### src/rtl/lfs_pkg.sv
// Package for the line follower steering block: bin and state codes,
// the next-state and drive tables, and the queue entry type.
// No dependencies.
package lfs_pkg;

    // Position bins.
    localparam logic [2:0] BIN_FAR_LEFT  = 3'd0;  // below -30000
    localparam logic [2:0] BIN_LEFT      = 3'd1;  // below -15000
    localparam logic [2:0] BIN_MID       = 3'd2;  // below 15000, or unknown high value
    localparam logic [2:0] BIN_RIGHT     = 3'd3;  // up to 30000
    localparam logic [2:0] BIN_FAR_RIGHT = 3'd4;  // up to 33400
    localparam logic [2:0] BIN_LOST      = 3'd5;  // line lost marker

    // Steering states.
    localparam logic [2:0] ST_CENTER    = 3'd0;
    localparam logic [2:0] ST_LOST_CTR  = 3'd1;
    localparam logic [2:0] ST_CTR_RIGHT = 3'd2;
    localparam logic [2:0] ST_CTR_LEFT  = 3'd3;
    localparam logic [2:0] ST_RIGHT     = 3'd4;
    localparam logic [2:0] ST_LOST_RGT  = 3'd5;
    localparam logic [2:0] ST_LEFT      = 3'd6;
    localparam logic [2:0] ST_LOST_LFT  = 3'd7;

    // Bin thresholds and the lost marker, at the input width.
    localparam logic signed [20:0] POS_FAR_LEFT  = -21'sd30000;
    localparam logic signed [20:0] POS_LEFT      = -21'sd15000;
    localparam logic signed [20:0] POS_RIGHT     = 21'sd15000;
    localparam logic signed [20:0] POS_FAR_RIGHT = 21'sd30000;
    localparam logic signed [20:0] POS_EDGE      = 21'sd33400;
    localparam logic signed [20:0] POS_LOST      = 21'sd1000000;

    // Offset subtracted before the proportional correction, 22 bits signed.
    localparam logic signed [21:0] CORR_OFFSET = 22'sd15000;

    // Division by five through a reciprocal: floor(a / 5) equals
    // (a * DIV5_MUL) >> DIV5_SHIFT for every a below 2**22.
    localparam int unsigned   DIV5_SHIFT = 24;
    localparam logic [21:0]   DIV5_MUL   = 22'd3355444;

    typedef logic [2:0] t_bin;
    typedef logic [2:0] t_state;

    // Next state by [state][bin]. Bin codes six and seven never occur and
    // repeat the middle-bin entry.
    localparam t_state NEXT_TAB [8][8] = '{
        '{ST_CTR_RIGHT, ST_CTR_RIGHT, ST_CENTER,    ST_CTR_LEFT,
          ST_CTR_LEFT,  ST_LOST_CTR,  ST_CENTER,    ST_CENTER},
        '{ST_CTR_RIGHT, ST_CENTER,    ST_CENTER,    ST_CENTER,
          ST_CTR_LEFT,  ST_LOST_CTR,  ST_CENTER,    ST_CENTER},
        '{ST_RIGHT,     ST_CTR_RIGHT, ST_CENTER,    ST_CENTER,
          ST_CTR_LEFT,  ST_LOST_RGT,  ST_CENTER,    ST_CENTER},
        '{ST_CTR_RIGHT, ST_CENTER,    ST_CENTER,    ST_CTR_LEFT,
          ST_LEFT,      ST_LOST_LFT,  ST_CENTER,    ST_CENTER},
        '{ST_RIGHT,     ST_CTR_RIGHT, ST_CTR_RIGHT, ST_CTR_RIGHT,
          ST_CENTER,    ST_LOST_RGT,  ST_CTR_RIGHT, ST_CTR_RIGHT},
        '{ST_RIGHT,     ST_CTR_RIGHT, ST_CTR_RIGHT, ST_CTR_RIGHT,
          ST_CENTER,    ST_LOST_RGT,  ST_CTR_RIGHT, ST_CTR_RIGHT},
        '{ST_CENTER,    ST_CTR_LEFT,  ST_CTR_LEFT,  ST_CTR_LEFT,
          ST_LEFT,      ST_LOST_LFT,  ST_CTR_LEFT,  ST_CTR_LEFT},
        '{ST_CENTER,    ST_CTR_LEFT,  ST_CTR_LEFT,  ST_CTR_LEFT,
          ST_LEFT,      ST_LOST_LFT,  ST_CTR_LEFT,  ST_CTR_LEFT}
    };

    // Base drive values by state.
    localparam logic signed [15:0] DRIVE_FIRST [8] = '{
        16'sd8000, 16'sd8000, 16'sd8000, 16'sd8000,
        16'sd10000, 16'sd8000, -16'sd2000, -16'sd6000
    };
    localparam logic signed [15:0] DRIVE_SECOND [8] = '{
        16'sd8000, 16'sd8000, 16'sd8000, 16'sd8000,
        -16'sd2000, -16'sd6000, 16'sd10000, 16'sd8000
    };

    // One classified sample: its bin and both corrections as sign and
    // magnitude, the magnitude already divided by five and cut to 16 bits.
    typedef struct packed {
        t_bin        bin;
        logic        neg_right;
        logic [15:0] mag_right;
        logic        neg_left;
        logic [15:0] mag_left;
    } t_entry;

endpackage

### src/rtl/lfs_queue.sv
// Short first-in first-out queue of classified samples between the front
// end and the back end. Depends on lfs_pkg.
module lfs_queue #(
    parameter int DEPTH = 4
) (
    input  logic             i_clk,
    input  logic             i_rst_n,
    input  logic             i_push_vld,
    output logic             o_push_rdy,
    input  lfs_pkg::t_entry  i_push_data,
    output logic             o_pop_vld,
    input  logic             i_pop_rdy,
    output lfs_pkg::t_entry  o_pop_data
);
    import lfs_pkg::*;

    localparam int AW = (DEPTH > 1) ? $clog2(DEPTH) : 1;
    localparam int CW = $clog2(DEPTH + 1);

    t_entry         r_mem [DEPTH];
    logic [AW-1:0]  r_wr_ptr;
    logic [AW-1:0]  r_rd_ptr;
    logic [CW-1:0]  r_count;

    logic           push;
    logic           pop;

    assign o_push_rdy = r_count != CW'(DEPTH);
    assign o_pop_vld  = r_count != '0;
    assign push       = i_push_vld && o_push_rdy;
    assign pop        = o_pop_vld && i_pop_rdy;
    assign o_pop_data = r_mem[r_rd_ptr];

    always_ff @(posedge i_clk) begin
        if (push) begin
            r_mem[r_wr_ptr] <= i_push_data;
        end
    end

    always_ff @(posedge i_clk) begin
        if (!i_rst_n) begin
            r_wr_ptr <= '0;
            r_rd_ptr <= '0;
            r_count  <= '0;
        end else begin
            if (push) begin
                r_wr_ptr <= (r_wr_ptr == AW'(DEPTH - 1)) ? '0 : r_wr_ptr + 1'b1;
            end
            if (pop) begin
                r_rd_ptr <= (r_rd_ptr == AW'(DEPTH - 1)) ? '0 : r_rd_ptr + 1'b1;
            end
            if (push && !pop) begin
                r_count <= r_count + 1'b1;
            end else if (pop && !push) begin
                r_count <= r_count - 1'b1;
            end
        end
    end

`ifndef NO_ASSERTIONS
    a_count_bound : assert property (@(posedge i_clk) disable iff (!i_rst_n)
        r_count <= CW'(DEPTH))
        else $error("queue fill count beyond depth");

    a_count_step : assert property (@(posedge i_clk) disable iff (!i_rst_n)
        (r_count == $past(r_count)) || (r_count == $past(r_count) + 1'b1) ||
        (r_count == $past(r_count) - 1'b1))
        else $error("queue fill count jumped");
`endif

endmodule

### config.mk
export PLATFORM = sky130hd
export DESIGN_NAME = lfs_queue
export DESIGN_NICKNAME = d
export VERILOG_FILES = /design/src/rtl/lfs_pkg.sv /design/src/rtl/lfs_queue.sv
export SDC_FILE = /design/constraint.sdc
export NUM_CORES = 1
export LEC_CHECK = 0
export BUFFER_PORTS_ARGS = -buffer_cell sky130_fd_sc_hd__clkbuf_2
export CORE_MARGIN = 4
export CORE_UTILIZATION = 50
export DETAILED_ROUTE_END_ITERATION = 6
export PLACE_DENSITY = 0.73
export REMOVE_ABC_BUFFERS = 1
export SLEW_MARGIN = 15
export SYNTH_ARGS = -nofsm -noshare
export SYNTH_HDL_FRONTEND = slang
export SYNTH_SLANG_ARGS = --single-unit
export TNS_END_PERCENT = 10
### constraint.sdc
create_clock -name i_clk -period 6 [get_ports i_clk]
set_input_delay 0.9 -clock i_clk [delete_from_list [all_inputs] [get_ports i_clk]]
set_output_delay 0.9 -clock i_clk [all_outputs]
set_load 0.02 [all_outputs]
After elaboration in Yosys (flattened, before gate mapping)
Memory sizes are Yosys's and may differ from the RTL's. A register that Yosys moved wholly into a read port is not among the register bits.
Index checks and enable logic that the tools add are counted.

storage, ports and cells
  bits in registers = 7
  RAM bits = 148
  input bits = 41
  output and inout bits = 39
  logic and storage cells = 27
  memories kept = 1

memory list
  memory  words  bits a word  read ports  clocked after memory_dff  write ports  line             text
  r_mem   4      37           1           1                         1            lfs_queue.sv:20  t_entry r_mem [DEPTH];

cells by class
  $add $sub $neg = 4
  eq/ne operators = 3
  muxes and demuxes = 8
  reduce and logical (&&, ||, !) cells = 8

operators with widths
  kind                                                                 number
  2-bit two-way mux                                                    4
  3-bit two-way mux                                                    2
  2-bit by 1-bit adder with 2-bit output (second input constant)       2
  2-bit == test (second input constant)                                2
  1-bit logical AND                                                    4
  3-bit by 1-bit adder with 3-bit output (second input constant)       1
  3-bit inequality test (second input constant)                        1
  3-bit nonzero test                                                   1
  3-bit by 1-bit subtractor with 3-bit output (second input constant)  1
  1-bit zero test                                                      2
  1-bit two-way mux                                                    2
  2-bit nonzero test                                                   1

Logic depth before layout (Yosys ltp)
  depth after elaboration = 6
  mapped depth = 9

Worst setup path before layout
No wires, ideal clock.

  path type = input port to flip-flop
  start point = in i_pop_rdy
  end point = reg r_count[2]
  library setup time = 76 ps
  data arrival time = 2383 ps
  data required time = 5924 ps
  setup slack = 3541 ps
  stages = 7
  buffers on the path = 0
  path through = o31ai_1 ha_1 inv_1 fa_1 xor2_1 or3_2 a21boi_0

between the ends
  longest elaborated chain between the ends = 4

RTL lines
  what                                                     line             text
  from (decl)                                              lfs_queue.sv:12  input logic i_pop_rdy,
  1-bit logical AND *                                      lfs_queue.sv:31  assign pop = o_pop_vld && i_pop_rdy;
  1-bit zero test                                          lfs_queue.sv:52  if (push && !pop) begin
  1-bit logical AND                                        lfs_queue.sv:52
  3-bit two-way mux or 2-bit nonzero test (tied branches)  --
  to (signal assigned)                                     lfs_queue.sv:53  r_count <= r_count + 1'b1;
  to (signal assigned)                                     lfs_queue.sv:55  r_count <= r_count - 1'b1;
  to (decl)                                                lfs_queue.sv:23  logic [CW-1:0] r_count;

Every way passes the cells marked *; elsewhere a longest branch is shown, timed or not.
A chain may end at the register's enable or synchronous reset.

==> impl_metrics.tcl <==
set metrics [dict create \
    status "complete, no violations" \
    hold_class "reg -> reg" \
    drive_gt1_share_pct 43.2 \
    layout_commonest_cell "edfxtp_1" \
    p_int_mw 2.19 \
    dpl.hpwl_microns 5720 \
    synth_cell_types 27 \
    die_h_microns 116 \
    antenna_found_initial 0 \
    overflow 0 \
    critPathArrivalTime_ns 2.41 \
    start_util_pct 51.0 \
    cts_tree "done" \
    root_buffer "clkbuf_16" \
    fp.coreArea_sq_mm 0.0114 \
    routed_via_density 5.43 \
    vias 2650 \
    place_congestion 0.676 \
    slew_headroom_pct 32.5 \
    path_max_fanout 19 \
    io_pins 80 \
    rsz0062_at_grt "no" \
    final_util_pct 60.0 \
    swShare_pct 27.7 \
    final_cell_mix "edfxtp_1 (148), clkbuf_2 (79), mux4_2 (37)" \
    p_seq_share_pct 46.8 \
    clkLatencyLatePin_ns 0.41 \
    syn2layout_area_growth_pct 17.8 \
    power.share.clock_pct 31.4 \
    first_iter_violations 191 \
    hold_buffers 0 \
    first_pass_iters 4 \
    drv_cap 0 \
    drc 0 \
    hold_violations 0 \
    power.density_mw_per_mm2 441 \
    setup_tns_ns 0 \
    period_needed_ns 3.31 \
    die_area_sq_mm 0.0134 \
    start_kind "flip-flop" \
    synth-seq-cells 157 \
    antenna_cells 0 \
    wl_microns 9770 \
    seq_area_frac_synth_pct 79.5 \
    port-buffer-count 79 \
    setup_viol 0 \
    fmax_mhz 302 \
    fin_nets 381 \
    post_cts_resized 0 \
    drtAntennaViolNets 0 \
    die_w_microns 116 \
    htreeDepth 4 \
    cts_buffers 17 \
    synth_warnings 0 \
    slowest_delay_ns 0.75 \
    static-leakage-power_nw 2.35 \
    period_share_pct 55.1 \
    vdd_drop_max_mv 0.237 \
    syn_avg_cell_area_sq_um 23.8 \
    cts_max_path_buffers 2 \
    slew_violations 0 \
    grt_first_pass_wirelength_microns 15500 \
    p_sw_uw 836 \
    path_class "reg -> out" \
    crit_slowest_cell "dfxtp_2" \
    grt_pass1_vias 2860 \
    critPathTopFamily "flip-flops" \
    pwr-share-comb_pct 21.8 \
    crit_buf_inv 2 \
    syn_inst 244 \
    netlist_area_sq_mm 0.00582 \
    critPathRequiredTime_ns 5.10 \
    worst_slew_pin_slew_ns 1.01 \
    clk_pin_slew_ns 0.06 \
    clock_sinks 157 \
    grt_usage_pct 16.0 \
    path_cells "buf_4 -> mux4_2 -> clkbuf_2" \
    grt_max_degree 38 \
    wl_per_cell_microns 20.0 \
    num_rows 39 \
    worstSetupEndpointType "output pin" \
    nFillCells 830 \
    post-cts-setup-buffers 0 \
    fin_worst_skew_ns 0.0106 \
]
metrics by stage:
stage	std cells	power, mW	worst slack [ns]	hold slack, ns	cell area [sq um]
3_3_place_gp	457	2.10	3.03	0.485	6340
5_1_grt	488	3.17	2.45	0.537	6860
3_5_place_dp	457	2.11	3.04	0.498	6340
4_1_cts	488	3.06	2.58	0.506	6860
2_1_floorplan	234	1.88	2.73	0.468	5750
6_report	488	3.02	2.69	0.506	6860
path summary, 6_finish.rpt:
check,slack [ns],end,cells past startpoint,startpoint
hold reg to reg,0.51,r_wr_ptr[1],2,r_wr_ptr[1]
setup reg to reg,3.48,r_count[2],7,r_count[0]
hold / removal,0.51,r_wr_ptr[1],2,r_wr_ptr[1]
setup / recovery,2.69,o_pop_data[26],3,flip-flop
synth_stat cells, drive strengths merged:
cell type | count | share of area (%)
nand3 | 2 | 0.17
or3b | 1 | 0.15
xor2 | 1 | 0.15
nand4 | 1 | 0.11
inv | 3 | 0.19
nor2b | 1 | 0.11
dfxtp | 9 | 3.1
and3 | 4 | 0.52
o31ai | 1 | 0.13
clkbuf | 2 | 0.13
buf | 8 | 0.97
o21ai | 4 | 0.34
mux2i | 2 | 0.34
nand2 | 5 | 0.32
a21boi | 1 | 0.13
xnor2 | 1 | 0.15
nor2 | 2 | 0.13
ha | 6 | 1.3
fa | 1 | 0.34
or3 | 2 | 0.26
mux4 | 37 | 14
edfxtp | 148 | 76
and2 | 2 | 0.26
layout make-up:
cell class / instances / area (sq um) / area share [%]
Sequential cell: 157 / 4630 / 67.5
Multi-Input combinational cell: 74 / 1120 / 16.3
Clock buffer: 22 / 444 / 6.48
Timing Repair Buffer: 80 / 403 / 5.88
Tap cell: 143 / 179 / 2.61
Clock inverter: 9 / 72.6 / 1.06
Inverter: 3 / 11.3 / 0.164
state kept, by name, summed over array words and instances, names as in the netlist, named ones only:
| name | flops |
|---|---|
| r_mem | 148 |
| r_wr_ptr | 2 |
| r_count | 3 |
| r_rd_ptr | 2 |
kinds of logic after synthesis:
family          Yosys count  share of synthesized area [%]
fa+ha+maj                 7                           1.63
buf+inv                  13                           1.29
xor+xnor                  2                          0.301
flops                   157                           79.5
simple gates             20                           2.02
mux                      39                           14.7
compound gates            6                          0.602
power groups by stage:
| stage | Combinational (mW) | Clock (mW) | Sequential (mW) |
|---|---|---|---|
| 2_1_floorplan | 0.454 | 0 | 1.43 |
| 3_3_place_gp | 0.662 | 0 | 1.44 |
| 3_5_place_dp | 0.673 | 0 | 1.44 |
| 4_1_cts | 0.674 | 0.966 | 1.42 |
| 5_1_grt | 0.711 | 1.03 | 1.43 |
| 6_report | 0.658 | 0.948 | 1.41 |
layer usage:
layer	GRT usage, %	vias up	part of all wire (%)
li1	-	1206	-
met1	20.0	1352	42
met3	5.64	16	6.4
met4	6.96	0	1.6
met2	25.6	76	50
met5	0	-	0
worst register-to-register path, stage by stage, from the launching register on:
cell and delay, ns:
dfxtp_1 0.36, o31ai_1 0.58, ha_1 0.31, inv_1 0.06, fa_1 0.38, xor2_1 0.18
or3_2 0.40, a21boi_0 0.17
(Power assumes the default switching activity.)
