--- src/rtl/lfs_pkg.sv ---
// Package for the line follower steering block: bin and state codes,
// the next-state and drive tables, and the queue entry type.
// No dependencies.
package lfs_pkg;

    // Position bins.
    localparam logic [2:0] BIN_FAR_LEFT  = 3'd0;  // below -30000
    localparam logic [2:0] BIN_LEFT      = 3'd1;  // below -15000
    localparam logic [2:0] BIN_MID       = 3'd2;  // below 15000, or unknown high value
    localparam logic [2:0] BIN_RIGHT     = 3'd3;  // up to 30000
    localparam logic [2:0] BIN_FAR_RIGHT = 3'd4;  // up to 33400
    localparam logic [2:0] BIN_LOST      = 3'd5;  // line lost marker

    // Steering states.
    localparam logic [2:0] ST_CENTER    = 3'd0;
    localparam logic [2:0] ST_LOST_CTR  = 3'd1;
    localparam logic [2:0] ST_CTR_RIGHT = 3'd2;
    localparam logic [2:0] ST_CTR_LEFT  = 3'd3;
    localparam logic [2:0] ST_RIGHT     = 3'd4;
    localparam logic [2:0] ST_LOST_RGT  = 3'd5;
    localparam logic [2:0] ST_LEFT      = 3'd6;
    localparam logic [2:0] ST_LOST_LFT  = 3'd7;

    // Bin thresholds and the lost marker, at the input width.
    localparam logic signed [20:0] POS_FAR_LEFT  = -21'sd30000;
    localparam logic signed [20:0] POS_LEFT      = -21'sd15000;
    localparam logic signed [20:0] POS_RIGHT     = 21'sd15000;
    localparam logic signed [20:0] POS_FAR_RIGHT = 21'sd30000;
    localparam logic signed [20:0] POS_EDGE      = 21'sd33400;
    localparam logic signed [20:0] POS_LOST      = 21'sd1000000;

    // Offset subtracted before the proportional correction, 22 bits signed.
    localparam logic signed [21:0] CORR_OFFSET = 22'sd15000;

    // Division by five through a reciprocal: floor(a / 5) equals
    // (a * DIV5_MUL) >> DIV5_SHIFT for every a below 2**22.
    localparam int unsigned   DIV5_SHIFT = 24;
    localparam logic [21:0]   DIV5_MUL   = 22'd3355444;

    typedef logic [2:0] t_bin;
    typedef logic [2:0] t_state;

    // Next state by [state][bin]. Bin codes six and seven never occur and
    // repeat the middle-bin entry.
    localparam t_state NEXT_TAB [8][8] = '{
        '{ST_CTR_RIGHT, ST_CTR_RIGHT, ST_CENTER,    ST_CTR_LEFT,
          ST_CTR_LEFT,  ST_LOST_CTR,  ST_CENTER,    ST_CENTER},
        '{ST_CTR_RIGHT, ST_CENTER,    ST_CENTER,    ST_CENTER,
          ST_CTR_LEFT,  ST_LOST_CTR,  ST_CENTER,    ST_CENTER},
        '{ST_RIGHT,     ST_CTR_RIGHT, ST_CENTER,    ST_CENTER,
          ST_CTR_LEFT,  ST_LOST_RGT,  ST_CENTER,    ST_CENTER},
        '{ST_CTR_RIGHT, ST_CENTER,    ST_CENTER,    ST_CTR_LEFT,
          ST_LEFT,      ST_LOST_LFT,  ST_CENTER,    ST_CENTER},
        '{ST_RIGHT,     ST_CTR_RIGHT, ST_CTR_RIGHT, ST_CTR_RIGHT,
          ST_CENTER,    ST_LOST_RGT,  ST_CTR_RIGHT, ST_CTR_RIGHT},
        '{ST_RIGHT,     ST_CTR_RIGHT, ST_CTR_RIGHT, ST_CTR_RIGHT,
          ST_CENTER,    ST_LOST_RGT,  ST_CTR_RIGHT, ST_CTR_RIGHT},
        '{ST_CENTER,    ST_CTR_LEFT,  ST_CTR_LEFT,  ST_CTR_LEFT,
          ST_LEFT,      ST_LOST_LFT,  ST_CTR_LEFT,  ST_CTR_LEFT},
        '{ST_CENTER,    ST_CTR_LEFT,  ST_CTR_LEFT,  ST_CTR_LEFT,
          ST_LEFT,      ST_LOST_LFT,  ST_CTR_LEFT,  ST_CTR_LEFT}
    };

    // Base drive values by state.
    localparam logic signed [15:0] DRIVE_FIRST [8] = '{
        16'sd8000, 16'sd8000, 16'sd8000, 16'sd8000,
        16'sd10000, 16'sd8000, -16'sd2000, -16'sd6000
    };
    localparam logic signed [15:0] DRIVE_SECOND [8] = '{
        16'sd8000, 16'sd8000, 16'sd8000, 16'sd8000,
        -16'sd2000, -16'sd6000, 16'sd10000, 16'sd8000
    };

    // One classified sample: its bin and both corrections as sign and
    // magnitude, the magnitude already divided by five and cut to 16 bits.
    typedef struct packed {
        t_bin        bin;
        logic        neg_right;
        logic [15:0] mag_right;
        logic        neg_left;
        logic [15:0] mag_left;
    } t_entry;

endpackage

--- src/rtl/lfs_front.sv ---
// Front end of the steering block: registers each position, bins it and
// divides both correction terms by five. Depends on lfs_pkg.
module lfs_front (
    input  logic                 i_clk,
    input  logic                 i_rst_n,
    input  logic                 i_vld,
    output logic                 o_rdy,
    input  logic signed [20:0]   i_pos,
    output logic                 o_vld,
    input  logic                 i_rdy,
    output lfs_pkg::t_entry      o_entry
);
    import lfs_pkg::*;

    logic               r_vld;
    t_bin               r_bin;
    logic               r_neg_right;
    logic               r_neg_left;
    logic [20:0]        r_mag_right;
    logic [20:0]        r_mag_left;

    t_bin               n_bin;
    logic signed [21:0] diff_right;
    logic signed [21:0] diff_left;
    logic [21:0]        abs_right;
    logic [21:0]        abs_left;
    logic [42:0]        prod_right;
    logic [42:0]        prod_left;

    assign o_rdy = !r_vld || i_rdy;

    always_comb begin
        if (i_pos < POS_FAR_LEFT) begin
            n_bin = BIN_FAR_LEFT;
        end else if (i_pos < POS_LEFT) begin
            n_bin = BIN_LEFT;
        end else if (i_pos < POS_RIGHT) begin
            n_bin = BIN_MID;
        end else if (i_pos <= POS_FAR_RIGHT) begin
            n_bin = BIN_RIGHT;
        end else if (i_pos <= POS_EDGE) begin
            n_bin = BIN_FAR_RIGHT;
        end else if (i_pos == POS_LOST) begin
            n_bin = BIN_LOST;
        end else begin
            n_bin = BIN_MID;
        end
    end

    // Both differences stay within 21 bits of magnitude.
    assign diff_right = {i_pos[20], i_pos} - CORR_OFFSET;
    assign diff_left  = {i_pos[20], i_pos} + CORR_OFFSET;
    assign abs_right  = diff_right[21] ? 22'(-diff_right) : 22'(diff_right);
    assign abs_left   = diff_left[21]  ? 22'(-diff_left)  : 22'(diff_left);

    always_ff @(posedge i_clk) begin
        if (!i_rst_n) begin
            r_vld <= 1'b0;
        end else if (o_rdy) begin
            r_vld <= i_vld;
        end
    end

    always_ff @(posedge i_clk) begin
        if (o_rdy && i_vld) begin
            r_bin       <= n_bin;
            r_neg_right <= diff_right[21];
            r_neg_left  <= diff_left[21];
            r_mag_right <= abs_right[20:0];
            r_mag_left  <= abs_left[20:0];
        end
    end

    // Divide the registered magnitudes by five.
    assign prod_right = 43'(r_mag_right) * 43'(DIV5_MUL);
    assign prod_left  = 43'(r_mag_left)  * 43'(DIV5_MUL);

    assign o_vld               = r_vld;
    assign o_entry.bin         = r_bin;
    assign o_entry.neg_right   = r_neg_right;
    assign o_entry.mag_right   = prod_right[DIV5_SHIFT +: 16];
    assign o_entry.neg_left    = r_neg_left;
    assign o_entry.mag_left    = prod_left[DIV5_SHIFT +: 16];

endmodule

--- config.mk ---
export PLATFORM = sky130hd
export DESIGN_NAME = lfs_front
export DESIGN_NICKNAME = d
export VERILOG_FILES = /design/src/rtl/lfs_pkg.sv /design/src/rtl/lfs_front.sv
export SDC_FILE = /design/constraint.sdc
export NUM_CORES = 1
export LEC_CHECK = 0
export BUFFER_PORTS_ARGS = -buffer_cell sky130_fd_sc_hd__buf_2
export CAP_MARGIN = 20
export CORE_UTILIZATION = 50
export DETAILED_ROUTE_END_ITERATION = 7
export PLACE_DENSITY = 0.73
export SLEW_MARGIN = 20
export SYNTH_ARGS = -nofsm -noshare
export SYNTH_HDL_FRONTEND = slang
export SYNTH_SLANG_ARGS = --single-unit
--- constraint.sdc ---
create_clock -name i_clk -period 17.31 [get_ports i_clk]
set_input_delay 0 -clock i_clk [delete_from_list [all_inputs] [get_ports i_clk]]
set_output_delay 0 -clock i_clk [all_outputs]
set_load 0.02 [all_outputs]
Word-level counts from Yosys, hierarchy flattened

Index checks and enable logic that the tools add are counted.

$mul: 2
Equality and inequality tests: 1
Reductions and logical operators: 5
Multiplexer cells: 7
Magnitude comparators: 5
Add/sub/neg operators: 4

Operators by type and width:

| cell                     | number |
|---|---|
| $mul A21 B20 Y38 const B | 2 |
| $lt A21 B15 Y1 const B   | 2 |
| $mux W21                 | 2 |
| $neg A21 Y21             | 2 |
| $add A21 B15 Y22 const B | 1 |
| $sub A21 B15 Y22 const B | 1 |
| $eq A21 B21 Y1 const B   | 1 |
| $le A21 B16 Y1 const B   | 1 |
| $le A21 B17 Y1 const B   | 1 |
| $lt A21 B16 Y1 const B   | 1 |
| $mux W3                  | 2 |
| $mux W2                  | 2 |
| $reduce_or A4 Y1         | 1 |
| $reduce_or A2 Y1         | 1 |
| $logic_and A1 B1 Y1      | 1 |
| $logic_not A1 Y1         | 1 |
| $logic_or A1 B1 Y1       | 1 |
| $mux W1                  | 1 |

Logic and storage cells: 32
Input bits: 25
Register bits after elaboration: 48
Output and inout bits: 39

Longest topological paths before layout

Depth after elaboration: 6
Depth in mapped cells: 24
Mapped depth without buffers: 23

Least setup slack after synthesis

No wires, ideal clock.

Kind: reg-to-output
Start: register r_mag_right[0] (netlist name)
End: output o_entry[9] (netlist bit)
Required time: 17.310 ns
Path buffers: 1
Cell stages (with the launch flop): 22
Arrival: 6.140 ns
Setup slack: 11.170 ns
Path through: edfxtp_1 > ha_1 > xor2_1 > ha_1 > fa_1 > fa_1 > fa_1 > fa_1 > inv_1 > fa_1 > inv_1 > ha_1 > a21o_1 > a21o_1 > a211oi_1 > o21ai_0 > o21ai_0 > a21oi_1 > o21ai_0 > nor4b_1 > nor3_1 > buf_4

RTL lines:

| element          | line            | source |
|---|---|---|
| end: declaration | lfs_front.sv:11 | `output lfs_pkg::t_entry o_entry` |

==> results.cfg <==
[clocking]
clock_latency_ns = 0.29
cts.path.max_buffers = 2
post_cts_resized = 0
cts-htree-levels = 2
cts_buffers = 5
cts_tree = built
clk_pin_slew_ns = 0.06
cts.sinks = 47
root_buffer = clkbuf_16

[die]
dieArea_um2 = 36000
coreArea_um2 = 34600
initial_core_util_pct = 50.9
boundaryPins = 64
die_w_um = 190
num_rows = 68
die_y_um = 190

[final_layout]
nFillCells = 3129
drive_above_1_share_pct = 4.95
area_growth_pct = 4.16
layoutNonFillerInstCount = 2273
num_antenna_cells = 0
nets = 2498

[placement]
dp_cells = 2262
gp_congestion = 0.982
dp_hpwl_mm = 36.2
port_buffers = 63

[synthesis]
yosys.area.top_type_share_pct = 31.3
synth-edff-count = 46
yosys_register_bits = 47
synth_flop_cell = edfxtp_1
yosys_warnings = 0
syn_avg_cell_area_um2 = 9.75
yosysTopAreaCell = fa_1
netlist_area_um2 = 17600
synth.area.top_cells = fa_1 (31%), ha_1 (27%), inv_1 (9.5%)
synthCells = 1807
async_flop_share_pct = 0
syn_nets = 2488
ys_types = 69
yosysSeqAreaShare_pct = 7.96

[detailed_routing]
wirelength_mm = 40.7
firstDrtPassIters = 5
ant_nets = 0
drc_errors = 0
routed_via_density = 5.38
detail_route.wl_per_cell_um = 17.9
vias = 12200
drt_iter0_drc = 678

[worst_setup_path]
setup.worst_path.start_class = register
worst-path-stages = 21
reg2reg_depth = 2
cp_data_required_time_ns = 17.31
slowest_stage = edfxtp_1
max_stage_delay_ns = 0.80
critical_path.cell_chain = ha_1 > xor2_1 > ha_1 > fa_1 > fa_1 > fa_1 > fa_1 > inv_1 > fa_1 > inv_1 > ha_1 > a21o_1 > a21o_1 > a211oi_1 > o21ai_0 > o21ai_0 > a21oi_1 > o21ai_0 > o21ai_0 > xor2_1 > buf_2
worst_ep_arrival_time_ns = 7.37
critPathMaxFanout = 14
path_common_cell = fa_1
critical_path.top_delay_family = adder cells
crit_type = reg -> out
critPathBufInv = 3
crit_path_end_kind = output port

[timing]
max_slew_margin_pct = 53.7
min_period_ns = 7.37
rsz0062_at_grt = no
fin_skew_ns = 0.00522
fmax_ghz = 0.136
tns_ns = 0
slew_viol_final = 0
worstMarginPinSlew_ns = 0.695
setup_viol = 0
hold_viol = 0
min_period_over_period_pct = 42.6

[global_route]
antenna_found_initial = 0
grt.total_usage_pct = 24.2
overflow = 0
grt_pass1_vias = 13100
grt_first_pass_wirelength_mm = 68.0
grt_max_degree = 47

[flow_run]
max-cap-violations = 0

[worst_hold_path]
holdCritPathClass = in -> reg
hold_path_depth = 2

[outcome]
status = finished clean
per-stage QoR:
step | util [%] | hold slack, ns | setup WS (ns) | cell area, µm²
2_1_floorplan | - | 0.0989 | 11.17 | 17600
3_3_place_gp | 52.3 | 0.252 | 10.50 | 18100
3_5_place_dp | 52.3 | 0.282 | 10.36 | 18100
4_1_cts | 53.0 | 0.0699 | 10.01 | 18300
5_1_grt | 53.0 | 0.0861 | 9.45 | 18300
6_report | 53.0 | 0.0737 | 9.94 | 18300
cells in the final DEF (no fill, tap or decap), types with 4 or more instances in the layout:
| cell | n |
|---|---|
| nand3_1 | 20 |
| a21boi_0 | 4 |
| xnor2_1 | 83 |
| or2_2 | 8 |
| a211o_1 | 4 |
| nand2b_1 | 7 |
| fa_1 | 275 |
| nor2_1 | 51 |
| xor2_1 | 56 |
| nor3_1 | 20 |
| a31oi_1 | 11 |
| o21bai_1 | 5 |
| nand2_1 | 54 |
| clkbuf_16 | 5 |
| and2_1 | 24 |
| o21ai_0 | 42 |
| buf_2 | 63 |
| inv_1 | 446 |
| nor4_1 | 7 |
| nor2b_1 | 10 |
| nand4_1 | 12 |
| a21o_1 | 33 |
| edfxtp_1 | 46 |
| and3_1 | 9 |
| ha_1 | 381 |
| or3_1 | 10 |
| a21oi_1 | 48 |
| o21a_1 | 8 |
| a211oi_1 | 9 |
flip-flops by register name (all words and copies together) (netlist names):
name         cells
o_vld            1
r_bin            3
r_mag_left      20
r_mag_right     21
r_neg_left       1
r_neg_right      1
cell type report:
type                            count  area (µm²)  share of cell area (%)
Clock inverter                      2        60.1                   0.327
Inverter                          447        1680                    9.15
Clock buffer                        6         129                   0.703
Multi-Input combinational cell   1247       14100                    77.1
Sequential cell                    47        1400                    7.64
Tap cell                          455         569                    3.10
Timing Repair Buffer               69         368                    2.01
Yosys cell counts (9+ instances only):
master,n
nor2_1,51
and3_1,9
buf_4,34
or3_1,10
xor2_1,56
fa_1,275
a21o_1,33
o21ai_0,42
edfxtp_1,46
xnor2_1,83
ha_1,381
and2_1,25
a211oi_1,9
nor2b_1,10
a31oi_1,11
nand3_1,20
inv_1,446
nand4_1,12
a21oi_1,48
clkbuf_1,17
buf_2,11
nor3_1,20
nand2_1,54
final timing paths:
check / start / endpoint / slack [ns]
hold / removal: i_pos[2] / r_mag_right[2]$_DFFE_PP_ / 0.07
hold reg to reg: o_vld$_SDFFE_PN0N_ / r_bin[2]$_SDFFCE_PP0P_ / 1.01
setup reg to reg: o_vld$_SDFFE_PN0N_ / r_mag_right[10]$_DFFE_PP_ / 15.94
setup / recovery: r_mag_right[0]$_DFFE_PP_ / o_entry[10] / 9.94
kinds of logic (layout without fill, tap and decap cells):
| logic type | Yosys count | count (layout) | synth area share (%) |
|---|---|---|---|
| compound gates | 203 | 203 | 7.74 |
| xor+xnor | 139 | 139 | 6.91 |
| fa+ha+maj | 656 | 656 | 58.3 |
| buf+inv | 513 | 524 | 11.8 |
| flops | 47 | 47 | 7.96 |
| mux | 1 | 1 | 0.0568 |
| simple gates | 248 | 248 | 7.23 |
layer usage:
| metal | share of wire [%] | global-route usage, % |
|---|---|---|
| met5 | 0 | 0 |
| met4 | 1.9 | 4.62 |
| met3 | 4.6 | 2.66 |
| met2 | 47 | 40.3 |
| met1 | 47 | 34.1 |
timing repair:
item                                   in CTS  in global routing
buffers inserted                            0                  0
endpoints found under the hold margin       2                  0
hold buffers                                3                  0
setup endpoints to repair                   0                  0
Power is not shown: default switching activity piles up to over one toggle a cycle in this logic, so the estimate is an artifact.
