<file path="config.mk">
export PLATFORM = sky130hd
export DESIGN_NAME = lfs_back
export DESIGN_NICKNAME = d
export VERILOG_FILES = /design/src/rtl/lfs_pkg.sv /design/src/rtl/lfs_back.sv
export SDC_FILE = /design/constraint.sdc
export NUM_CORES = 1
export LEC_CHECK = 0
export BUFFER_PORTS_ARGS = -buffer_cell sky130_fd_sc_hd__buf_2
export CAP_MARGIN = 20
export CORE_ASPECT_RATIO = 2
export CORE_MARGIN = 2
export CORE_UTILIZATION = 42
export DETAILED_ROUTE_END_ITERATION = 10
export SLEW_MARGIN = 20
export SYNTH_ARGS = -nofsm -noshare
export SYNTH_HDL_FRONTEND = slang
export SYNTH_SLANG_ARGS = --single-unit
</file>
<file path="constraint.sdc">
create_clock -name i_clk -period 6.6 [get_ports i_clk]
set_clock_uncertainty 0.15 [all_clocks]
set_input_delay 1.32 -clock i_clk [delete_from_list [all_inputs] [get_ports i_clk]]
set_output_delay 1.32 -clock i_clk [all_outputs]
set_load 0.03 [all_outputs]
</file>
<file path="src/rtl/lfs_pkg.sv">
// Package for the line follower steering block: bin and state codes,
// the next-state and drive tables, and the queue entry type.
// No dependencies.
package lfs_pkg;

    // Position bins.
    localparam logic [2:0] BIN_FAR_LEFT  = 3'd0;  // below -30000
    localparam logic [2:0] BIN_LEFT      = 3'd1;  // below -15000
    localparam logic [2:0] BIN_MID       = 3'd2;  // below 15000, or unknown high value
    localparam logic [2:0] BIN_RIGHT     = 3'd3;  // up to 30000
    localparam logic [2:0] BIN_FAR_RIGHT = 3'd4;  // up to 33400
    localparam logic [2:0] BIN_LOST      = 3'd5;  // line lost marker

    // Steering states.
    localparam logic [2:0] ST_CENTER    = 3'd0;
    localparam logic [2:0] ST_LOST_CTR  = 3'd1;
    localparam logic [2:0] ST_CTR_RIGHT = 3'd2;
    localparam logic [2:0] ST_CTR_LEFT  = 3'd3;
    localparam logic [2:0] ST_RIGHT     = 3'd4;
    localparam logic [2:0] ST_LOST_RGT  = 3'd5;
    localparam logic [2:0] ST_LEFT      = 3'd6;
    localparam logic [2:0] ST_LOST_LFT  = 3'd7;

    // Bin thresholds and the lost marker, at the input width.
    localparam logic signed [20:0] POS_FAR_LEFT  = -21'sd30000;
    localparam logic signed [20:0] POS_LEFT      = -21'sd15000;
    localparam logic signed [20:0] POS_RIGHT     = 21'sd15000;
    localparam logic signed [20:0] POS_FAR_RIGHT = 21'sd30000;
    localparam logic signed [20:0] POS_EDGE      = 21'sd33400;
    localparam logic signed [20:0] POS_LOST      = 21'sd1000000;

    // Offset subtracted before the proportional correction, 22 bits signed.
    localparam logic signed [21:0] CORR_OFFSET = 22'sd15000;

    // Division by five through a reciprocal: floor(a / 5) equals
    // (a * DIV5_MUL) >> DIV5_SHIFT for every a below 2**22.
    localparam int unsigned   DIV5_SHIFT = 24;
    localparam logic [21:0]   DIV5_MUL   = 22'd3355444;

    typedef logic [2:0] t_bin;
    typedef logic [2:0] t_state;

    // Next state by [state][bin]. Bin codes six and seven never occur and
    // repeat the middle-bin entry.
    localparam t_state NEXT_TAB [8][8] = '{
        '{ST_CTR_RIGHT, ST_CTR_RIGHT, ST_CENTER,    ST_CTR_LEFT,
          ST_CTR_LEFT,  ST_LOST_CTR,  ST_CENTER,    ST_CENTER},
        '{ST_CTR_RIGHT, ST_CENTER,    ST_CENTER,    ST_CENTER,
          ST_CTR_LEFT,  ST_LOST_CTR,  ST_CENTER,    ST_CENTER},
        '{ST_RIGHT,     ST_CTR_RIGHT, ST_CENTER,    ST_CENTER,
          ST_CTR_LEFT,  ST_LOST_RGT,  ST_CENTER,    ST_CENTER},
        '{ST_CTR_RIGHT, ST_CENTER,    ST_CENTER,    ST_CTR_LEFT,
          ST_LEFT,      ST_LOST_LFT,  ST_CENTER,    ST_CENTER},
        '{ST_RIGHT,     ST_CTR_RIGHT, ST_CTR_RIGHT, ST_CTR_RIGHT,
          ST_CENTER,    ST_LOST_RGT,  ST_CTR_RIGHT, ST_CTR_RIGHT},
        '{ST_RIGHT,     ST_CTR_RIGHT, ST_CTR_RIGHT, ST_CTR_RIGHT,
          ST_CENTER,    ST_LOST_RGT,  ST_CTR_RIGHT, ST_CTR_RIGHT},
        '{ST_CENTER,    ST_CTR_LEFT,  ST_CTR_LEFT,  ST_CTR_LEFT,
          ST_LEFT,      ST_LOST_LFT,  ST_CTR_LEFT,  ST_CTR_LEFT},
        '{ST_CENTER,    ST_CTR_LEFT,  ST_CTR_LEFT,  ST_CTR_LEFT,
          ST_LEFT,      ST_LOST_LFT,  ST_CTR_LEFT,  ST_CTR_LEFT}
    };

    // Base drive values by state.
    localparam logic signed [15:0] DRIVE_FIRST [8] = '{
        16'sd8000, 16'sd8000, 16'sd8000, 16'sd8000,
        16'sd10000, 16'sd8000, -16'sd2000, -16'sd6000
    };
    localparam logic signed [15:0] DRIVE_SECOND [8] = '{
        16'sd8000, 16'sd8000, 16'sd8000, 16'sd8000,
        -16'sd2000, -16'sd6000, 16'sd10000, 16'sd8000
    };

    // One classified sample: its bin and both corrections as sign and
    // magnitude, the magnitude already divided by five and cut to 16 bits.
    typedef struct packed {
        t_bin        bin;
        logic        neg_right;
        logic [15:0] mag_right;
        logic        neg_left;
        logic [15:0] mag_left;
    } t_entry;

endpackage

</file>
<file path="src/rtl/lfs_back.sv">
// Back end of the steering block: steps the steering state, looks up the
// drive pair, applies the correction and holds the output word.
// Depends on lfs_pkg.
module lfs_back (
    input  logic                 i_clk,
    input  logic                 i_rst_n,
    input  logic                 i_vld,
    output logic                 o_rdy,
    input  lfs_pkg::t_entry      i_entry,
    output logic                 o_vld,
    input  logic                 i_rdy,
    output logic signed [15:0]   o_first,
    output logic signed [15:0]   o_second,
    output lfs_pkg::t_state      o_state
);
    import lfs_pkg::*;

    t_state             r_mode;
    logic               r_vld;
    logic signed [15:0] r_first;
    logic signed [15:0] r_second;
    t_state             r_state;

    t_state             n_state;
    logic signed [15:0] n_first;
    logic signed [15:0] n_second;
    logic signed [15:0] corr_right;
    logic signed [15:0] corr_left;

    assign o_rdy = !r_vld || i_rdy;

    assign corr_right = i_entry.neg_right ? 16'(-i_entry.mag_right) : i_entry.mag_right;
    assign corr_left  = i_entry.neg_left  ? 16'(-i_entry.mag_left)  : i_entry.mag_left;

    always_comb begin
        n_state  = NEXT_TAB[r_mode][i_entry.bin];
        n_first  = DRIVE_FIRST[n_state];
        n_second = DRIVE_SECOND[n_state];
        if (n_state == ST_CTR_RIGHT) begin
            n_second = n_second + corr_right;
        end else if (n_state == ST_CTR_LEFT) begin
            n_first = n_first - corr_left;
        end
    end

    always_ff @(posedge i_clk) begin
        if (!i_rst_n) begin
            r_mode <= ST_CENTER;
            r_vld  <= 1'b0;
        end else if (o_rdy) begin
            r_vld <= i_vld;
            if (i_vld) begin
                r_mode <= n_state;
            end
        end
    end

    always_ff @(posedge i_clk) begin
        if (o_rdy && i_vld) begin
            r_first  <= n_first;
            r_second <= n_second;
            r_state  <= n_state;
        end
    end

    assign o_vld    = r_vld;
    assign o_first  = r_first;
    assign o_second = r_second;
    assign o_state  = r_state;

`ifndef NO_ASSERTIONS
    a_state_shown : assert property (@(posedge i_clk) disable iff (!i_rst_n)
        r_vld |-> (r_state == r_mode))
        else $error("shown state differs from steering state");

    a_reset_center : assert property (@(posedge i_clk) disable iff (!i_rst_n)
        !$past(i_rst_n) |-> (r_mode == ST_CENTER && !r_vld))
        else $error("steering state not centered after reset");

    a_center_drive : assert property (@(posedge i_clk) disable iff (!i_rst_n)
        (r_vld && (r_state == ST_CENTER || r_state == ST_LOST_CTR)) |->
        (r_first == DRIVE_FIRST[ST_CENTER] && r_second == DRIVE_SECOND[ST_CENTER]))
        else $error("center drive values corrupted");
`endif

endmodule

</file>
Yosys cells after proc, flatten, opt, wreduce, memory -nomap -nowiden
Memories as Yosys holds them, arrays and structs flattened.
Index checks and enable logic that the tools add are counted.
W data, S select, Z words.

operators by class
  equal/unequal tests = 2
  $lt $le $gt $ge = 3
  add/sub/neg operators = 4
  reductions and logical operators = 4
  mux-type cells = 14
  bitwise logic cells = 3

operators with widths
  cell                  count
  $mux W16              9
  $mux W24              2
  $neg A16 Y16          2
  $add A16 B16 Y16      1
  $sub A16 B16 Y16      1
  $ge A4 B4 Y1 const B  3
  $not A3 Y4            3
  $bmux W3 S3           1
  $eq A3 B2 Y1 const B  2
  $mux W3               2
  $reduce_and A2 Y1     1
  $logic_and A1 B1 Y1   1
  $logic_not A1 Y1      1
  $logic_or A1 B1 Y1    1

word-level totals
  ROM bits = 448
  flip-flop bits (word level) = 39
  output and inout port bits = 37
  input port bits = 41
  word-level logic and storage cells = 38
  memories = 3

memories
  memory           words  bits a word  read ports  clocked after Yosys merged registers in  wr ports  line            RTL
  (no name shown)  8      24           1           0                                        0         lfs_back.sv:36  n_state = NEXT_TAB[r_mode][i_entry.bin];
  (no name shown)  8      16           1           0                                        0         lfs_back.sv:38  n_second = DRIVE_SECOND[n_state];
  (no name shown)  8      16           1           0                                        0         lfs_back.sv:37  n_first = DRIVE_FIRST[n_state];

Logic depth before layout (Yosys ltp)
Gate-level depths: netlist of run 1.

  depth in word-level cells = 14
  depth in mapped cells = 19
  gate-level depth less buffers = 19

Worst setup path before layout of run 1
Ideal clock, no wire load.

  kind = in2reg
  from = in i_entry[36] (netlist name)
  to = reg r_first[15], in the netlist o_first[15] (data pin)
  stages = 16
  setup time = 0.263 ns
  data required time = 6.187 ns
  path buffers = 0
  setup slack = 2.014 ns
  arrival = 4.173 ns
  cell sequence = nor2b_1 -> a2bb2oi_1 -> o22ai_1 -> a211o_1 -> o21ai_1 -> inv_1 -> ha_1 -> and2_1 -> ha_1 -> a21o_1 -> a21o_1 -> a41o_1 -> a311o_1 -> a21oi_1 -> xnor2_1 -> o21ai_1

between the ends
  cells in the longest elaborated chain, start to end = 11
  elaborated cells between the ends (all ways) = 13
  those cells by class = add/sub (1); eq/ne (2); mux (7); bitwise (2); memory (1)

ends and longest elaborated chain
  item                                          line            RTL
  from (decl)                                   lfs_back.sv:9   input lfs_pkg::t_entry i_entry,
  $not A3 Y4 (implied by the code) *            lfs_back.sv:36
  $bmux W3 S3 *                                 lfs_back.sv:36
  $mux W3 (implied by the code) * (2 in a row)  lfs_back.sv:36
  via n_state[1]                                lfs_back.sv:24  t_state n_state;
  $not A3 Y4 (implied by the code)              lfs_back.sv:37
  $mem_v2 Z8 W16                                --
  $mux W16 (implied by the code) (2 in a row)   lfs_back.sv:37
  $sub A16 B16 Y16                              lfs_back.sv:42  n_first = n_first - corr_left;
  $mux W16                                      lfs_back.sv:41  end else if (n_state == ST_CTR_LEFT) begin
  $mux W16 *                                    lfs_back.sv:39  if (n_state == ST_CTR_RIGHT) begin
  via n_first[15]                               lfs_back.sv:25  logic signed [15:0] n_first;
  to (signal assigned)                          lfs_back.sv:60  r_first <= n_first;
  to (decl)                                     lfs_back.sv:20  logic signed [15:0] r_first;

The timed path passes the listed nets; every way through them passes the cells marked *. The select of a mux whose other input is x is not followed.
A chain may end at the register's enable or synchronous reset.

Worst setup path after layout of run 1
Same ends and word-level chain as after synthesis.

==> results.txt, run 1 <==
The final non-filler cell total is ~540. The initial utilization of the core area, before any placement, comes to 0.4315. The worst-skew pair later-pin latency came out at a little under 300 ps. The synthesized area divided by synthesized cell count is roughly 9.4 µm². The initial antenna violation count came out at 0. The total negative slack is 0 ps. The post-cts resize count came out at 0. Clock tree synthesis found a total of 39 sinks.

The multiplexer area fraction after synthesis came out at 0.005885. The max-capacitance violation count came out at 0. The largest buffer count on any clock path came out at 2. The worst register-to-register path begins at r_mode[1]$_SDFFE_PN0P_. The number of buffers added by the clock tree synthesis step came out at 5. 0 antenna diodes ended up in the layout. The number of top-level pins is 78.

Summed over all instances, the cell type with the most area after synthesis is sky130_fd_sc_hd__edfxtp_1. Leaving out fill and tap cells, the most frequent cells in the layout are sky130_fd_sc_hd__buf_2, sky130_fd_sc_hd__nand2_1, sky130_fd_sc_hd__ha_1, sky130_fd_sc_hd__edfxtp_1, sky130_fd_sc_hd__xnor2_1. The die outline area came out at between 8000 and 9000 µm². The slew at the pin closest to its max-slew limit came out at 784.8 ps. The slack of the critical path came out at between 1500 and 2000 ps. Data on the critical path arrives at its endpoint at 4720 ps. The number of optimization iterations in the first detailed-route pass came out at 4.

The clock transition time at the flip-flop clock pins of the worst setup and hold paths came out at about 60 ps. The fraction of registers with async set or reset after synthesis came out at 0. The worst setup path is of the in -> reg kind. Measured along the y axis, the die boundary spans ~130 µm. The launching element of the worst setup path is i_entry[36]. The routed layout has between 2000 and 3000 vias. The flow ran to the end, and the final reports show no timing, DRC or antenna violations. The number of synthesized register bits came out at 39. The top cell type's share of synthesized area came out at 0.3089.

The wire length of the first global-routing pass came out at approximately 14000 µm. The slowest stage of the critical path belongs to the cell sky130_fd_sc_hd__ha_1. The via density per instance came out at between 5 and 6. The worst setup path is captured at a flip-flop. The number of nets in the layout is 518. The wire-length estimate of the detail-placed layout is between 6000 and 7000 µm. The hold buffer count at cts came out at 0.

STA classifies the critical path startpoint as a primary input. The final-report hold violation count came out at 0. The weighted congestion reported at the end of routability-driven placement is slightly below 0.9. The count of input and output buffers is between 70 and 80. After detailed routing, the number of remaining DRC violations is 0. The final layout contains routed wiring with a total length of 8071 µm. The netlist area before placement came out at roughly 3400 µm². The largest fanout of any net on the critical path is 7. The post-CTS setup buffer count is 0. The synthesized-area fraction occupied by ao, oa, aoi and oai cells was 0.2067. The cell sitting at the root of the clock tree is a sky130_fd_sc_hd__clkbuf_16. On the worst path, the slowest cell contributes a delay of 360 ps. Setup repair after global routing left no endpoint under its margin. The area fraction in and, or, nand and nor cells after synthesis came out at 0.1526. The synthesized instance count came out at 362. The width of the die is just under 70 µm.

The min-delay analysis places its worst path in the category reg -> reg. The critical path goes through buf_2, nor2b_1, a2bb2oi_1, o22ai_1, a211o_1, o21ai_1, inv_1, ha_1, and2_1, ha_1, a21o_1, a21o_1, a41o_1, a311o_1, a21oi_1, xnor2_1, o21ai_1. The worst hold path begins at o_vld$_SDFFE_PN0N_. The detail route stage leaves a number of antenna-violating nets equal to 0.

TritonCTS built the clock tree. The setup-violating endpoint count in the final report came out at 0. The total grt overflow is 0. The net count after synthesis came out at ~440. After detailed routing, the average wire length per cell comes to around 15 µm. The number of inserted filler cells in the final layout came out at 786. The predominant post-synthesis flop cell is sky130_fd_sc_hd__edfxtp_1. The worst-case headroom to the max-slew limit came out at 0.4700. After synthesis, the largest family of logic cells by area is compound AO/OA/AOI/OAI gates. In this run the static leakage power is around 1.8 nW. The portion of the post-synthesis area used by sequential elements is 0.3325. On the critical path the largest part of the delay comes from compound AO/OA/AOI/OAI gates.

The final period demand of the worst path is 4841 ps. In the final layout, the share of cells above drive strength 1 is 0.2172. The utilization of the core after routing is 0.5122. The worst slack after detailed placement is 1460 ps. The required arrival time at the worst endpoint is 6480 ps. The adder-cell area share of the yosys netlist is 0.1346. The number of library cell types mapped by synthesis came out at between 50 and 60.

The number of global-route vias before repair is a little over 3000. The maximum ir drop on the vdd rail is 0.0001004 V. The maximum achievable frequency came out at 0.2066 GHz.

The final period utilization came out at 0.7336. By area the synthesized netlist is led by sky130_fd_sc_hd__edfxtp_1, sky130_fd_sc_hd__ha_1, sky130_fd_sc_hd__xnor2_1. The total power after layout is about 0.00086 W. The number of DRC violations after detailed-routing iteration 0 is between 200 and 250. The buffer and inverter count on the worst path is 2. The number of flops mapped to enable cells by yosys came out at 35. Yosys printed 0 warnings. Dividing total power by cell area gives a power density of approximately 210 nW/µm². The pin count of the biggest net entering global routing is 36. The maximum level of the CTS H-tree came out at 2. The cell row count is 46. The core region is roughly 7900 µm². The cell count after placement came out at 530. The synthesis-to-finish area growth is 18.72%. Of the total synthesized cell area, the portion taken by XOR and XNOR cells is 0.1364.

Leaving out fill and tap cells, the most frequent cell in the layout is sky130_fd_sc_hd__buf_2. The overall fraction of global-route tracks in use came out at 0.1992. The count of pins over their slew limit came out at 0.
[power by group]
group | internal, W | switching [W]
Combinational | 0.000119 | 0.000192
Sequential | 0.000298 | 0.00000636
Clock | 0.000150 | 0.0000981
[tightest hold or removal path, stage by stage (launching register included)]
cell and delay, ps:
sky130_fd_sc_hd__dfxtp_1 310, sky130_fd_sc_hd__nand2b_1 110, sky130_fd_sc_hd__a21boi_0 90
[flip-flops by register name, indices dropped and copies added (netlist names)]
register,flops
o_vld,1
o_first,16
r_mode,3
o_state,3
o_second,16
[Yosys cell counts (5+ instances only)]
master	instances
sky130_fd_sc_hd__xor2_1	24
sky130_fd_sc_hd__a21oi_1	17
sky130_fd_sc_hd__a21o_1	10
sky130_fd_sc_hd__o21ai_1	6
sky130_fd_sc_hd__a31oi_1	7
sky130_fd_sc_hd__a21boi_0	5
sky130_fd_sc_hd__o21bai_1	5
sky130_fd_sc_hd__ha_1	35
sky130_fd_sc_hd__nand2b_1	8
sky130_fd_sc_hd__o21ai_0	23
sky130_fd_sc_hd__o31ai_1	7
sky130_fd_sc_hd__nor2b_1	5
sky130_fd_sc_hd__nand2_1	35
sky130_fd_sc_hd__and2_1	7
sky130_fd_sc_hd__xnor2_1	29
sky130_fd_sc_hd__nor2_1	21
sky130_fd_sc_hd__inv_1	22
sky130_fd_sc_hd__edfxtp_1	35
[path summary, 6_finish.rpt]
check | endpoint | slack, ps | cells past startpoint
hold reg to reg | o_vld$_SDFFE_PN0N_ | 400 | 2
hold / removal | o_vld$_SDFFE_PN0N_ | 400 | 2
setup / recovery | o_first[15]$_DFFE_PP_ | 1760 | 17
setup reg to reg | o_first[15]$_DFFE_PP_ | 2210 | 17
[final cells by class]
cell class              count  area (µm²)  area share
clock inverters             1       5.005    0.001239
inverters                  22       82.58     0.02045
multi-input cells         295        2165      0.5359
flip-flops and latches     39        1131      0.2800
clock buffers               7       142.6     0.03532
repair buffers             78       392.9     0.09727
well taps                  96       120.1     0.02974
[metal layers]
metal  global-route usage  wire length, µm  vias up
met1               0.1917             2816     1325
met4               0.1100              306        0
met3              0.02312              213       19
met2               0.3780             4735       68
met5                    0                0        -
li1                     -                -     1463
[cells by family after synthesis]
| family | Yosys count |
|---|---|
| multiplexers | 2 |
| adder cells (fa/ha/maj) | 36 |
| XOR/XNOR | 53 |
| flip-flops | 39 |
| AO/OA/AOI/OAI | 104 |
| AND/OR/NAND/NOR | 100 |
| buffers and inverters | 28 |
[stage by stage]
stage	hold WS, ps	instance area [µm²]
after floorplan	434.0	3402
after global placement	367.8	3891
after detailed placement	427.7	3891
after CTS	406.4	4039
after global routing	454.5	4039
final	403.4	4039
Note: power is estimated with default switching activity, not from simulation.
==> run 2, diff against run 1 <==
--- a/config.mk
+++ b/config.mk
@@ -11,6 +11,7 @@
 export CORE_MARGIN = 2
 export CORE_UTILIZATION = 42
 export DETAILED_ROUTE_END_ITERATION = 10
+export PLACE_DENSITY = 0.67
 export SLEW_MARGIN = 20
 export SYNTH_ARGS = -nofsm -noshare
 export SYNTH_HDL_FRONTEND = slang
==> constraint.sdc (replaced) <==
create_clock -name i_clk -period 4.2 [get_ports i_clk]
set_clock_uncertainty 0.15 [all_clocks]
set_input_delay 0.84 -clock i_clk [delete_from_list [all_inputs] [get_ports i_clk]]
set_output_delay 0.84 -clock i_clk [all_outputs]
set_load 0.03 [all_outputs]
==> run 2 against run 1 <==
Hold slack got worse by 17 ps. Cell area increased by 7.5%. Register-to-register slack got worse by 2000 ps. Routed wire length increased by 3.4%. Cell count increased by 7.1%. Sequential share of layout area decreased by 1.9 points. Count of clock-buffer cells in the layout decreased by 1. Core utilization increased by 3.8 points. Die area unchanged. Clock power increased by 48%. Critical endpoint unchanged. Highest routed layer unchanged.
==> results.txt, run 2 (same netlist as run 1, synthesis figures left out) <==
The final period utilization is 0.9552. The cell chosen for the clock root is sky130_fd_sc_hd__clkbuf_16. The antenna cell count came out at 0. In the routed design, unresolved DRC markers number 0. In the global route stage, met3 resource usage came out at 0.02397. The worst hold path startpoint is o_vld$_SDFFE_PN0N_. The arrival time at the worst endpoint came out at 3900 ps. The ratio of cells with drive above 1 in the final layout is 0.2917.

In the routed layout, each cell is associated on average with a via count of 5.392. The reported leakage power came out at 1.964 nW. The overall fraction of global-route tracks in use came out at 0.1953. The synthesis-to-finish area growth is 27.58%. The die outline area is approximately 9000 µm².

Following the worst setup path forward leads to its endpoint at o_first[15]$_DFFE_PP_. Entering global routing, the biggest net connects 34 pins. At the pin with the least slew margin, the transition time is 730.7 ps. The source of the worst register-to-register timing path is r_mode[1]$_SDFFE_PN0P_. After routing the design area is 4340 µm². In the layout the commonest cells are sky130_fd_sc_hd__buf_2, sky130_fd_sc_hd__buf_4, sky130_fd_sc_hd__nand2_1, sky130_fd_sc_hd__edfxtp_1, sky130_fd_sc_hd__ha_1. The initial antenna violation count came out at 0.

Measured against its own limit, the worst slew margin works out to 0.5065. The flow ran to the end, and the final reports show no timing, DRC or antenna violations. The count of cells along the worst register-to-register path came out at 15. The effective utilization at floorplan came out at 0.4315. The launching element of the worst setup path is i_entry[36]. The max-capacitance violation count is 0.

The layer flagged by global routing as most heavily used is met2. The final-report hold violation count came to 0. Leaving out fill and tap cells, the most frequent cell in the layout is sky130_fd_sc_hd__buf_2. The number of DRC violations after detailed-routing iteration 0 came out at roughly 150. The endpoint identified for the worst register-to-register timing path is o_first[15]$_DFFE_PP_. The number of buffers added by the clock tree synthesis step came out at 5. The total power after layout came out at roughly 0.0014 W. The count of pins over their slew limit came out at 0. The placed wire-length estimate is ~7000 µm.

Subtracting the final worst setup slack from the clock period gives between 4000 and 5000 ps. The wire length of the first global-routing pass is around 13000 µm. The sink count of the clock tree came out at 39. For met1 alone, demand over resource in global routing was 0.1701.

The met2 demand-to-capacity share in global routing came out at 0.3862. The largest fanout of any net on the critical path is 5. The worst min-delay path class is reg -> reg.

The cell row count is 46. The area after detailed placement came out at about 4200 µm². STA classifies the critical path endpoint as a flip-flop. The clock transition time at the flip-flop clock pins of the worst setup and hold paths came out at about 60 ps.

TritonCTS built the clock tree. The detailed-route wire length per cell is 14.49 µm. The number of global-route vias before repair is approximately 3100. The total routed wirelength is 8344 µm. The count of input and output buffers is 77.

The detailed router placed just over 3000 vias in this run. The power density over the cells is about 320 nW/µm². The width of the die came out at about 68 µm. The largest buffer count on any clock path is 2. The number of top-level pins came out at around 80. The worst setup path is launched from a primary input. The total grt overflow is 0. The maximum ir drop on the vdd rail came out at approximately 0.00016 V.

The setup-violating endpoint count in the final report came out at 0. The number of nets in the layout is roughly 560. The required arrival time at the worst endpoint came out at slightly above 4000 ps. The maximum achievable frequency came out at 0.2493 GHz.

The maximum level of the CTS H-tree came out at 2. The count of antenna-violating nets left after detailed routing is 0. The height of the chip came out at roughly 130 µm. The number of optimization iterations in the first detailed-route pass came out at 5. At the later pin of the worst-skew pair, clock insertion delay measures between 200 and 300 ps. The weighted congestion reported at the end of routability-driven placement came out at 0.9175. The core area is approximately 7900 µm². The category of the most critical setup path is in -> reg. In this run the register-to-register setup slack is ~240 ps.
==> run 2: worst min-delay path by stage <==
stage | slack [ps] | cells after the start | endpoint
final | 390 | 2 | o_vld$_SDFFE_PN0N_
after global routing | 440 | 2 | o_vld$_SDFFE_PN0N_
after CTS | 390 | 2 | o_vld$_SDFFE_PN0N_
after detailed placement | 380 | 2 | o_vld$_SDFFE_PN0N_
after global placement | 360 | 2 | o_vld$_SDFFE_PN0N_
after floorplan | 430 | 3 | r_mode[0]$_SDFFE_PN0P_
==> run 2: timing repair <==
action	4_1_cts	5_1_grt
endpoints found under the setup margin	0	9
buffers inserted	0	3
hold endpoints to repair	0	0
resized for setup	0	9
hold buffers	0	0
==> run 2: metrics by stage <==
step / TNS [ps] / hold slack, ps / utilization / std cells / setup slack, ps
floorplan: 0 / 434.0 / - / 362 / 94.09
global placement: -111.9 / 361.9 / 0.5268 / 565 / -49.90
detailed placement: -634.4 / 381.0 / 0.5268 / 565 / -112.7
CTS: 0 / 389.5 / 0.5447 / 573 / 115.2
global route: -39.91 / 440.7 / 0.5505 / 576 / -22.47
finish: 0 / 386.7 / 0.5505 / 576 / 188.3
==> run 2: report_power, final <==
| group | switching (W) | internal (W) |
|---|---|---|
| clock network | 0.000148 | 0.000219 |
| logic | 0.000319 | 0.000234 |
| registers | 0.0000102 | 0.000468 |
| total | 0.000477 | 0.000921 |
==> run 2: routing by layer <==
| metal | vias to the layer above | part of all wire |
|---|---|---|
| li1 | 1551 | - |
| met1 | 1460 | 0.34 |
| met2 | 73 | 0.60 |
| met3 | 22 | 0.031 |
| met4 | 0 | 0.037 |
| met5 | - | 0 |
==> run 2: final cells by class <==
cell class	count	area (µm²)
Tap cell	96	120.1
Clock buffer	6	128.9
Inverter	22	82.58
Clock inverter	2	12.51
Fill cell	733	3545
Timing Repair Buffer	116	678.2
Multi-Input combinational cell	295	2186
Sequential cell	39	1132
==> run 2: worst max-delay path: stages <==
cell,delay (ps)
sky130_fd_sc_hd__buf_2,130
sky130_fd_sc_hd__inv_1,100
sky130_fd_sc_hd__nand2_1,120
sky130_fd_sc_hd__o311ai_0,310
sky130_fd_sc_hd__nand2_1,230
sky130_fd_sc_hd__buf_4,190
sky130_fd_sc_hd__ha_1,230
sky130_fd_sc_hd__and2_1,170
sky130_fd_sc_hd__ha_1,300
sky130_fd_sc_hd__a21o_1,160
sky130_fd_sc_hd__a21o_1,170
sky130_fd_sc_hd__a41o_1,230
sky130_fd_sc_hd__a311o_1,340
sky130_fd_sc_hd__a21oi_1,190
sky130_fd_sc_hd__xnor2_1,140
sky130_fd_sc_hd__o21ai_1,70
